[config.mk]
export PLATFORM = sky130hd
export DESIGN_NAME = packet_size_pivot_fingerprint
export DESIGN_NICKNAME = d
export VERILOG_FILES = /design/src/rtl/pspf_pkg.sv /design/src/rtl/pspf_fifo.sv /design/src/rtl/pspf_front.sv /design/src/rtl/pspf_back.sv /design/src/rtl/packet_size_pivot_fingerprint.sv
export SDC_FILE = /design/constraint.sdc
export NUM_CORES = 1
export LEC_CHECK = 0
export BUFFER_PORTS_ARGS = -buffer_cell sky130_fd_sc_hd__buf_4
export CAP_MARGIN = 15
export CORE_MARGIN = 1
export CORE_UTILIZATION = 56
export CTS_CLUSTER_DIAMETER = 80
export DETAILED_ROUTE_END_ITERATION = 7
export GPL_ROUTABILITY_DRIVEN = 0
export PLACE_DENSITY = 0.73
export SYNTH_ARGS = -nofsm -noshare
export SYNTH_HDL_FRONTEND = slang
export SYNTH_SLANG_ARGS = --single-unit
[constraint.sdc]
create_clock -name clk -period 12.9 [get_ports clk]
set_clock_uncertainty 0.1 [all_clocks]
set_input_delay 1.29 -clock clk [delete_from_list [all_inputs] [get_ports clk]]
set_output_delay 1.29 -clock clk [all_outputs]
set_load 0.05 [all_outputs]
[src/rtl/pspf_pkg.sv]
`timescale 1ns / 1ps
// ----------------------------------------------------------------------------
// pspf_pkg
// Shared types and constants for the packet size pivot fingerprint block.
// ----------------------------------------------------------------------------
package pspf_pkg;
  localparam int WINDOW_FRAMES = 20;
  localparam int MAX_PIVOTS    = 16;
  localparam int SIZE_BITS     = 16;
  localparam int HOLD          = 5;
  localparam int SUM_BITS      = 22;
  localparam int CNT_BITS      = 6;
  localparam int FC_BITS       = 7;
  localparam int PC_BITS       = 5;
  localparam int PI_BITS       = 4;
  localparam int Q_BITS        = 17;
  localparam logic [SUM_BITS-1:0] SUM_MAX = 22'h3FFFFF;
  localparam logic [CNT_BITS-1:0] CNT_MAX = 6'h3F;
  localparam logic [1:0] KIND_SHORT  = 2'd0;
  localparam logic [1:0] KIND_MIDDLE = 2'd1;
  localparam logic [1:0] KIND_LONG   = 2'd2;

  // Request from the input queue to the front: one frame.
  typedef struct packed {
    logic [SIZE_BITS-1:0] size;
    logic                 start;
  } frame_req_t;

  typedef struct packed {
    logic                 pivot_found;
    logic [15:0]          mode_size;
    logic [15:0]          largest_size;
    logic [SUM_BITS-1:0]  total_size;
    logic [Q_BITS-1:0]    pivot_to_largest;
    logic [Q_BITS-1:0]    pivot_to_total;
    logic [CNT_BITS-1:0]  count_short;
    logic [CNT_BITS-1:0]  count_middle;
    logic [CNT_BITS-1:0]  count_long;
  } result_t;
endpackage

[src/rtl/pspf_fifo.sv]
`timescale 1ns / 1ps
// ----------------------------------------------------------------------------
// pspf_fifo
// Two-entry request queue between the input and the front.
// ----------------------------------------------------------------------------
module pspf_fifo import pspf_pkg::*; (
  input  logic       clk,
  input  logic       rst_n,
  input  logic       wr_valid,
  output logic       wr_ready,
  input  frame_req_t wr_data,
  output logic       rd_valid,
  input  logic       rd_ready,
  output frame_req_t rd_data
);
  frame_req_t mem_r [2];
  logic       wp_r, rp_r;
  logic [1:0] cnt_r;
  logic       wr, rd;

  assign wr_ready = (cnt_r != 2'd2);
  assign rd_valid = (cnt_r != 2'd0);
  assign rd_data  = mem_r[rp_r];
  assign wr = wr_valid && wr_ready;
  assign rd = rd_valid && rd_ready;

  always_ff @(posedge clk) begin
    if (wr) mem_r[wp_r] <= wr_data;
    if (!rst_n) begin
      wp_r <= 1'b0; rp_r <= 1'b0; cnt_r <= 2'd0;
    end else begin
      if (wr) wp_r <= ~wp_r;
      if (rd) rp_r <= ~rp_r;
      cnt_r <= cnt_r + {1'b0, wr} - {1'b0, rd};
    end
  end
endmodule

[src/rtl/pspf_front.sv]
`timescale 1ns / 1ps
// ----------------------------------------------------------------------------
// pspf_front
// Window update: running maximum, sum, recent sizes and pattern matching.
// Signals a finished window to the back end.
// ----------------------------------------------------------------------------
module pspf_front import pspf_pkg::*; (
  input  logic                  clk,
  input  logic                  rst_n,
  input  logic                  req_valid,
  output logic                  req_ready,
  input  frame_req_t            req,
  output logic                  done_valid,
  input  logic                  done_ready,
  output logic [SIZE_BITS-1:0]  max_o,
  output logic [SUM_BITS-1:0]   sum_o,
  output logic [CNT_BITS-1:0]   cnt_o [3],
  output logic [PC_BITS-1:0]    pcount_o,
  output logic [SIZE_BITS-1:0]  plist_o [MAX_PIVOTS]
);
  logic [SIZE_BITS-1:0] r_r [HOLD];
  logic [2:0]           rc_r;
  logic [SIZE_BITS-1:0] max_r;
  logic                 seen_r;
  logic [FC_BITS-1:0]   fc_r;
  logic [SUM_BITS-1:0]  sum_r;
  logic [SIZE_BITS-1:0] pl_r [MAX_PIVOTS];
  logic [PC_BITS-1:0]   pc_r;
  logic [CNT_BITS-1:0]  pat_r [3];
  logic                 done_r;

  assign req_ready  = !done_r;
  assign done_valid = done_r;
  assign max_o = max_r;
  assign sum_o = sum_r;
  assign cnt_o = pat_r;
  assign pcount_o = pc_r;
  assign plist_o = pl_r;

  always_ff @(posedge clk) begin
    logic [SIZE_BITS-1:0] r [HOLD];
    logic [2:0]           rc;
    logic [SIZE_BITS-1:0] mx;
    logic                 sn;
    logic [FC_BITS-1:0]   fc;
    logic [SUM_BITS-1:0]  sm;
    logic [PC_BITS-1:0]   pc;
    logic [CNT_BITS-1:0]  pat [3];
    logic [SUM_BITS:0]    s2;
    logic                 np;
    logic [1:0]           kind;
    logic [SIZE_BITS-1:0] pv;
    logic                 a0, a1, a2, a3;
    r = r_r; rc = rc_r; mx = max_r; sn = seen_r; fc = fc_r; sm = sum_r;
    pc = pc_r; pat = pat_r; np = 1'b0; kind = KIND_SHORT; pv = '0;
    if (!rst_n) begin
      rc_r <= '0; max_r <= '0; seen_r <= 1'b0; fc_r <= '0; sum_r <= '0;
      pc_r <= '0; pat_r <= '{default: '0}; done_r <= 1'b0;
    end else begin
      if (done_r && done_ready) done_r <= 1'b0;
      if (req_valid && req_ready) begin
        if (req.start) begin
          rc = '0; mx = '0; sn = 1'b0; fc = '0; sm = '0; pc = '0;
          pat = '{default: '0};
        end
        if (fc < FC_BITS'(WINDOW_FRAMES)) begin
          s2 = {1'b0, sm} + (SUM_BITS+1)'(req.size);
          sm = s2[SUM_BITS] ? SUM_MAX : s2[SUM_BITS-1:0];
          a0 = sn && r[0] == mx; a1 = sn && r[1] == mx;
          a2 = sn && r[2] == mx; a3 = sn && r[3] == mx;
          case (rc)
            3'd5: begin
              if (r[0] == r[4]) begin np = 1'b1; kind = KIND_LONG; pv = r[3]; end
              r[0] = r[4]; rc = 3'd1;
            end
            3'd4: begin
              if (a0 && a3) begin
                np = 1'b1; kind = KIND_MIDDLE; pv = r[2]; r[0] = r[3]; rc = 3'd1;
              end
            end
            3'd3: begin
              if (a0 && a2) begin
                if (r[1] != r[0]) begin np = 1'b1; kind = KIND_SHORT; pv = r[1]; end
                r[0] = r[2]; rc = 3'd1;
              end else if (a1 || a0) begin
                if (r[0] == r[1]) begin r[0] = r[1]; r[1] = r[2]; rc = 3'd2; end
              end else begin
                r[0] = r[2]; rc = 3'd1;
              end
            end
            default: ;
          endcase
          if (np) begin
            if (pc < PC_BITS'(MAX_PIVOTS)) begin
              pl_r[pc[PI_BITS-1:0]] <= pv; pc = pc + 1'b1;
            end
            if (pat[kind] != CNT_MAX) pat[kind] = pat[kind] + 1'b1;
          end
          r[rc] = req.size; rc = rc + 1'b1;
          if (!sn || req.size > mx) begin mx = req.size; sn = 1'b1; end
          fc = fc + 1'b1;
          if (fc == FC_BITS'(WINDOW_FRAMES)) done_r <= 1'b1;
        end
        r_r <= r; rc_r <= rc; max_r <= mx; seen_r <= sn; fc_r <= fc;
        sum_r <= sm; pc_r <= pc; pat_r <= pat;
      end
    end
  end
endmodule

[src/rtl/pspf_back.sv]
`timescale 1ns / 1ps
// ----------------------------------------------------------------------------
// pspf_back
// Pivot mode scan and two restoring divisions, then holds the result.
// ----------------------------------------------------------------------------
module pspf_back import pspf_pkg::*; (
  input  logic                  clk,
  input  logic                  rst_n,
  input  logic                  go_valid,
  output logic                  go_ready,
  input  logic [SIZE_BITS-1:0]  max_i,
  input  logic [SUM_BITS-1:0]   sum_i,
  input  logic [CNT_BITS-1:0]   cnt_i [3],
  input  logic [PC_BITS-1:0]    pcount_i,
  input  logic [SIZE_BITS-1:0]  plist_i [MAX_PIVOTS],
  output logic                  res_valid,
  input  logic                  res_ready,
  output result_t               res
);
  localparam logic [2:0] S_IDLE = 3'd0, S_SCAN = 3'd1, S_DIV1 = 3'd2,
                         S_DIV2 = 3'd3, S_OUT = 3'd4;
  localparam int DB = SIZE_BITS + 16;  // dividend bits
  logic [2:0]           st_r;
  logic [PI_BITS-1:0]   k_r, m_r;
  logic [PC_BITS:0]     pop_r, bpop_r;
  logic [SIZE_BITS-1:0] best_r;
  logic [5:0]           it_r;
  logic [DB-1:0]        q_r;
  logic [SUM_BITS:0]    rem_r;
  logic [SUM_BITS-1:0]  den_r;
  result_t              res_r;
  logic                 last_m, last_k;
  logic [PC_BITS:0]     pop_n;
  logic [SUM_BITS+1:0]  tr;
  logic [Q_BITS-1:0]    qsat;

  // The front state is read live until the last division step, so the
  // window request is released only once nothing more is read from it.
  assign go_ready  = ((st_r == S_IDLE) && (pcount_i == '0)) ||
                     ((st_r == S_DIV2) && (it_r == 6'(DB)));
  assign res_valid = (st_r == S_OUT);
  assign res = res_r;
  assign last_m = ({1'b0, m_r} == pcount_i - 1'b1);
  assign last_k = ({1'b0, k_r} == pcount_i - 1'b1);
  assign pop_n = pop_r + (PC_BITS+1)'(plist_i[m_r] == plist_i[k_r]);
  assign tr = {rem_r, q_r[DB-1]};
  assign qsat = (q_r > DB'(32'h10000)) ? Q_BITS'(32'h10000) : q_r[Q_BITS-1:0];

  always_ff @(posedge clk) begin
    if (!rst_n) begin
      st_r <= S_IDLE;
    end else begin
      unique case (st_r) inside
        S_IDLE: if (go_valid) begin
          res_r.largest_size <= 16'(max_i);
          res_r.total_size <= sum_i;
          res_r.count_short <= cnt_i[0];
          res_r.count_middle <= cnt_i[1];
          res_r.count_long <= cnt_i[2];
          res_r.pivot_found <= (pcount_i != '0);
          res_r.pivot_to_largest <= '0; res_r.pivot_to_total <= '0;
          k_r <= '0; m_r <= '0; pop_r <= '0; bpop_r <= '0; best_r <= '0;
          st_r <= (pcount_i != '0) ? S_SCAN : S_OUT;
          if (pcount_i == '0) res_r.mode_size <= '0;
        end
        S_SCAN: begin
          if (last_m) begin
            if (pop_n > bpop_r) begin bpop_r <= pop_n; best_r <= plist_i[k_r]; end
            pop_r <= '0; m_r <= '0; k_r <= k_r + 1'b1;
            if (last_k) begin
              res_r.mode_size <= 16'((pop_n > bpop_r) ? plist_i[k_r] : best_r);
              q_r <= {((pop_n > bpop_r) ? plist_i[k_r] : best_r), 16'h0};
              rem_r <= '0; den_r <= SUM_BITS'(max_i); it_r <= '0;
              st_r <= S_DIV1;
            end
          end else begin
            pop_r <= pop_n; m_r <= m_r + 1'b1;
          end
        end
        S_DIV1, S_DIV2: begin
          if (it_r == 6'(DB)) begin
            if (st_r == S_DIV1) begin
              res_r.pivot_to_largest <= (den_r == '0) ? '0 : qsat;
              q_r <= {best_r, 16'h0}; rem_r <= '0; den_r <= sum_i; it_r <= '0;
              st_r <= S_DIV2;
            end else begin
              res_r.pivot_to_total <= (den_r == '0) ? '0 : qsat;
              st_r <= S_OUT;
            end
          end else begin
            it_r <= it_r + 1'b1;
            if (tr >= {2'b0, den_r}) begin
              rem_r <= (SUM_BITS+1)'(tr - {2'b0, den_r});
              q_r <= {q_r[DB-2:0], 1'b1};
            end else begin
              rem_r <= tr[SUM_BITS:0];
              q_r <= {q_r[DB-2:0], 1'b0};
            end
          end
        end
        S_OUT: if (res_ready) st_r <= S_IDLE;
        default: st_r <= S_IDLE;
      endcase
    end
  end
endmodule

[src/rtl/packet_size_pivot_fingerprint.sv]
`timescale 1ns / 1ps
// ----------------------------------------------------------------------------
// packet_size_pivot_fingerprint
// Channel | direction | contents
// in_     | slave     | tdata: frame_size[15:0]; tuser: starts_record
// out_    | master    | tdata: result fields, lowest first, 112 bits
// Frames pass through the two-entry queue into the window logic.
// The last window frame starts a pivot scan over every pair of pivots, then
// two divisions; when no pivot was found the result goes straight to the
// output state.
// Frames stall while the scan and divisions read the window state; a result
// held at the output stalls only the next finished window.
// Reset is synchronous and clears all control state; nothing else waits.
// ----------------------------------------------------------------------------
module packet_size_pivot_fingerprint import pspf_pkg::*; (
  input  logic         clk,
  input  logic         rst_n,
  input  logic         in_tvalid,
  output logic         in_tready,
  input  logic [15:0]  in_tdata,   // frame_size
  input  logic         in_tuser,   // starts_record
  output logic         out_tvalid,
  input  logic         out_tready,
  // pivot_found, mode_size, largest_size, total_size, pivot_to_largest,
  // pivot_to_total, count_short, count_middle, count_long, zero fill
  output logic [111:0] out_tdata
);
  frame_req_t qin, qout;
  logic qv, qr, dv, dr;
  logic [SIZE_BITS-1:0] mx;
  logic [SUM_BITS-1:0] sm;
  logic [CNT_BITS-1:0] cn [3];
  logic [PC_BITS-1:0] pc;
  logic [SIZE_BITS-1:0] pl [MAX_PIVOTS];
  result_t rs;

  assign qin.size = in_tdata;
  assign qin.start = in_tuser;

  pspf_fifo u_fifo (.clk, .rst_n, .wr_valid(in_tvalid), .wr_ready(in_tready),
    .wr_data(qin), .rd_valid(qv), .rd_ready(qr), .rd_data(qout));
  pspf_front u_front (.clk, .rst_n, .req_valid(qv), .req_ready(qr), .req(qout),
    .done_valid(dv), .done_ready(dr), .max_o(mx), .sum_o(sm), .cnt_o(cn),
    .pcount_o(pc), .plist_o(pl));
  pspf_back u_back (.clk, .rst_n, .go_valid(dv), .go_ready(dr), .max_i(mx),
    .sum_i(sm), .cnt_i(cn), .pcount_i(pc), .plist_i(pl), .res_valid(out_tvalid),
    .res_ready(out_tready), .res(rs));

  assign out_tdata = {5'b0, rs.count_long, rs.count_middle, rs.count_short,
    rs.pivot_to_total, rs.pivot_to_largest, rs.total_size, rs.largest_size,
    rs.mode_size, rs.pivot_found};

  // The window logic holds its result until the back end has taken it.
  assert property (@(posedge clk) disable iff (!rst_n) dv && !dr |=> dv)
    else $error("window done dropped");
  // Ratios never exceed one.
  assert property (@(posedge clk) disable iff (!rst_n)
    out_tvalid |-> rs.pivot_to_largest <= 17'h10000 && rs.pivot_to_total <= 17'h10000)
    else $error("ratio overflow");
  // No pivot means the mode size and the pivot-to-total ratio are zero.
  assert property (@(posedge clk) disable iff (!rst_n)
    out_tvalid && !rs.pivot_found |-> rs.mode_size == 16'h0 && rs.pivot_to_total == '0)
    else $error("pivot fields set without pivot");
endmodule
==> flow_summary.json <==
{
  "cts_tree": "done",
  "ys_async_sr_fraction_pct": 0,
  "synthesis.yosys.warnings": 0,
  "filler_cell_count": 4188,
  "groute.usage.overall_pct": 29.38,
  "initial_core_util_pct": 56.63,
  "detailroute.via_count": 22567,
  "critPathRequiredTime_ns": 13.13,
  "leakagePower_nw": 13.98,
  "timing.final.max_slew_violations": 0,
  "synth_mux_area_share_pct": 13.23,
  "final_net_count": 2676,
  "cts_max_level": 3,
  "area_added_between_synthesis_and_finish_pct": 12.79,
  "remaining_drc_errors": 0,
  "timing.hold.worst.class": "reg2reg",
  "numCtsBuffers": 68,
  "coreArea_um2": 58910,
  "first_global_vias": 21925,
  "cts_repair_resize_count": 0,
  "grt_start_max_net_pins": 94,
  "route.detailed.vias_per_inst": 6.626,
  "timing.max_slew.rel_slack_pct": 17.35,
  "synth_ff_type": "sky130_fd_sc_hd__edfxtp_1",
  "cts_sinks": 677,
  "hpwl_um": 56490,
  "floorplan.die_area_um2": 60550,
  "gate_count_after_technology_mapping": 2468,
  "fmax_mhz": 146.1,
  "grt_setup_unrepaired": "no",
  "synth.yosys.seq_area_share_pct": 58.51,
  "final.setup.tns_ns": 0,
  "synth-edff-count": 596,
  "grt_pass1_wl_um": 132900,
  "first_pass_iters": 6,
  "yosys.area_share.adder_pct": 2.971,
  "rows": 89,
  "worst_skew_pair.late_latency_ns": 0.62,
  "grt_overflow_total": 0,
  "worst_pin_slew_ns": 1.222,
  "powerDensity_nw_per_um2": 153.4,
  "totalPowerFinal_mw": 5.773,
  "yosys.area_share.simple_pct": 10.67,
  "ios": 135,
  "total_wire_length_after_detailed_routing_um": 88710,
  "max_cap_violations": 0,
  "clock_tree.root_cell": "sky130_fd_sc_hd__clkbuf_16",
  "width_of_the_chip_um": 246.1,
  "synth_compound_area_share_pct": 8.146,
  "initial_antenna_violation_count": 1,
  "avgRoutedWirePerCell_um": 26.05,
  "clock_tree.buffer_depth": 3,
  "cp_cell_sequence": "buf_16 > buf_4 > mux4_2 > mux4_2 > xnor2_1 > nand4_1 > nor4_1 > ha_1 > ha_1 > xnor2_1 > inv_1 > ha_1 > o21a_1 > o21a_1 > o21ai_0 > nand2b_1 > a21oi_1 > a31oi_2 > buf_4 > mux2i_1 > a21oi_1",
  "crit_type": "reg2reg",
  "critical_path_arrival_ns": 7.07,
  "hold_violations": 0,
  "number_of_setup_violations_in_the_final_report": 0,
  "drtIter0Drc": 2854,
  "yosys_register_bits": 677,
  "final.period_utilization_pct": 53.04,
  "drive_above_1_share_pct": 19.45,
  "crit_path_end_kind": "flip-flop",
  "timing.final.crit_period_ns": 6.842,
  "number_of_unique_standard_cell_types_used_by_synthesis": 82,
  "critical-path-top-cell-by-count": "sky130_fd_sc_hd__ha_1",
  "worst_setup_path_start_kind": "flip-flop",
  "detail-route-antenna-nets": 0,
  "antenna-diode-count": 0,
  "postCtsSetupBuffers": 0,
  "cpPeakStageDelay_ns": 0.74,
  "post_synth_xor_area_fraction_pct": 3.754,
  "final_cell_mix": "sky130_fd_sc_hd__edfxtp_1, sky130_fd_sc_hd__nor2_1, sky130_fd_sc_hd__buf_4, sky130_fd_sc_hd__nand2_1, sky130_fd_sc_hd__mux4_2",
  "i_o_buffers": 129,
  "status": "finished, final reports clean",
  "timing.critical_path.slowest_stage_cell": "sky130_fd_sc_hd__buf_4",
  "post_synth_instance_area_um2": 33360,
  "main_combinational_cell_family_by_area_after_synthesis": "multiplexers",
  "crit_path_max_fanout": 51,
  "cts-hold-fix-buffers": 0,
  "syn-mean-instance-area_um2": 13.52,
  "most_common_library_cell_in_the_layout_ignoring_fill_and_taps": "sky130_fd_sc_hd__edfxtp_1",
  "clkSlewWorstSetupHoldPaths_ns": 0.07,
  "irDropWorstVdd_uv": 98.36,
  "fp.dieH_um": 246.1
}
## path summary, 6_finish.rpt
check	endpoint	slack, ns	cells after the start	startpoint
max reg2reg	u_back.q_r[28]	6.06	21	u_back.k_r[0]
max	u_back.q_r[28]	6.06	21	u_back.k_r[0]
min reg2reg	u_back.res[9]	0.36	0	u_front.cnt_o[9]
min	u_back.res[9]	0.36	0	u_front.cnt_o[9]
## layout make-up
class / count / area [µm²] / share of cell area [%]
Clock buffer: 81 / 1856 / 4.932
Clock inverter: 45 / 584.3 / 1.553
Inverter: 70 / 262.8 / 0.6983
Multi-Input combinational cell: 1573 / 13010 / 34.58
Sequential cell: 677 / 19520 / 51.88
Tap cell: 773 / 967.2 / 2.571
Timing Repair Buffer: 187 / 1424 / 3.784
## sequential cells by signal, indices dropped and copies added, names as in the netlist, 7 cells and up, named ones only
name	count
u_back.best_r	16
u_back.den_r	22
u_back.q_r	32
u_back.rem_r	23
u_back.res	107
u_fifo.mem_r	34
u_front.cnt_o	18
u_front.fc_r	7
u_front.max_o	16
u_front.plist_o	256
u_front.r_r	80
u_front.sum_o	22
## metal layers
| layer | GRT usage [%] | share of wire, % | up-vias |
|---|---|---|---|
| li1 | - | - | 9694 |
| met1 | 39.72 | 38 | 11213 |
| met2 | 46.08 | 47 | 1421 |
| met3 | 6.002 | 11 | 239 |
| met4 | 13.04 | 4.2 | 0 |
| met5 | 0 | 0 | - |
## logic make-up (layout without fill, tap and decap cells)
kind of cell               after synthesis  after routing
and+or+nand+nor                        713            713
DFF                                    677            677
AOI/OAI and AO/OA                      396            396
muxes                                  238            238
buffers and inverters                  222            383
xor gates and xnor gates               143            143
adders and majority gates               78             78
other                                    1              5
## metrics by stage
stage,hold slack (ns),util (%),worst slack [ns],instances,area (µm²)
after floorplan,0.3029,-,5.569,2472,33370
after CTS,0.3608,63.81,5.604,3404,37590
after global routing,0.3738,63.87,5.471,3406,37620
after global placement,0.3465,59.67,5.836,3278,35150
final,0.3625,63.87,6.058,3406,37620
after detailed placement,0.3431,59.67,5.711,3278,35150
## critical path, delay by kind of cell, from the launching register on
kind	cells	cell delay [ns]
flip-flops	1	0.64
AO/OA/AOI/OAI	6	0.78
adder cells (fa/ha/maj)	3	0.81
multiplexers	3	1.47
XOR/XNOR	2	0.45
buffers and inverters	4	1.29
AND/OR/NAND/NOR	3	0.89
## synthesized netlist by cell type (60+ instances only)
library cell	instances	area share (%)
sky130_fd_sc_hd__ha_1	76	2.9
sky130_fd_sc_hd__nor2_1	198	2.2
sky130_fd_sc_hd__and2_1	77	1.4
sky130_fd_sc_hd__mux4_2	160	11
sky130_fd_sc_hd__o21ai_0	60	0.90
sky130_fd_sc_hd__edfxtp_1	596	54
sky130_fd_sc_hd__inv_1	69	0.78
sky130_fd_sc_hd__dfxtp_1	81	4.9
sky130_fd_sc_hd__nand2_1	173	1.9
sky130_fd_sc_hd__xnor2_1	87	2.3
sky130_fd_sc_hd__a21oi_1	94	1.4
sky130_fd_sc_hd__clkbuf_1	105	1.2
## power by group
| group | switching (mW) | leakage [nW] | total [mW] | internal [mW] |
|---|---|---|---|---|
| Clock | 0.872 | 1.18 | 2.15 | 1.28 |
| Sequential | 0.173 | 6.83 | 2.67 | 2.50 |
| Combinational | 0.592 | 5.98 | 0.952 | 0.359 |
| Total | 1.64 | 14.0 | 5.77 | 4.14 |
(Power assumes the default switching activity.)
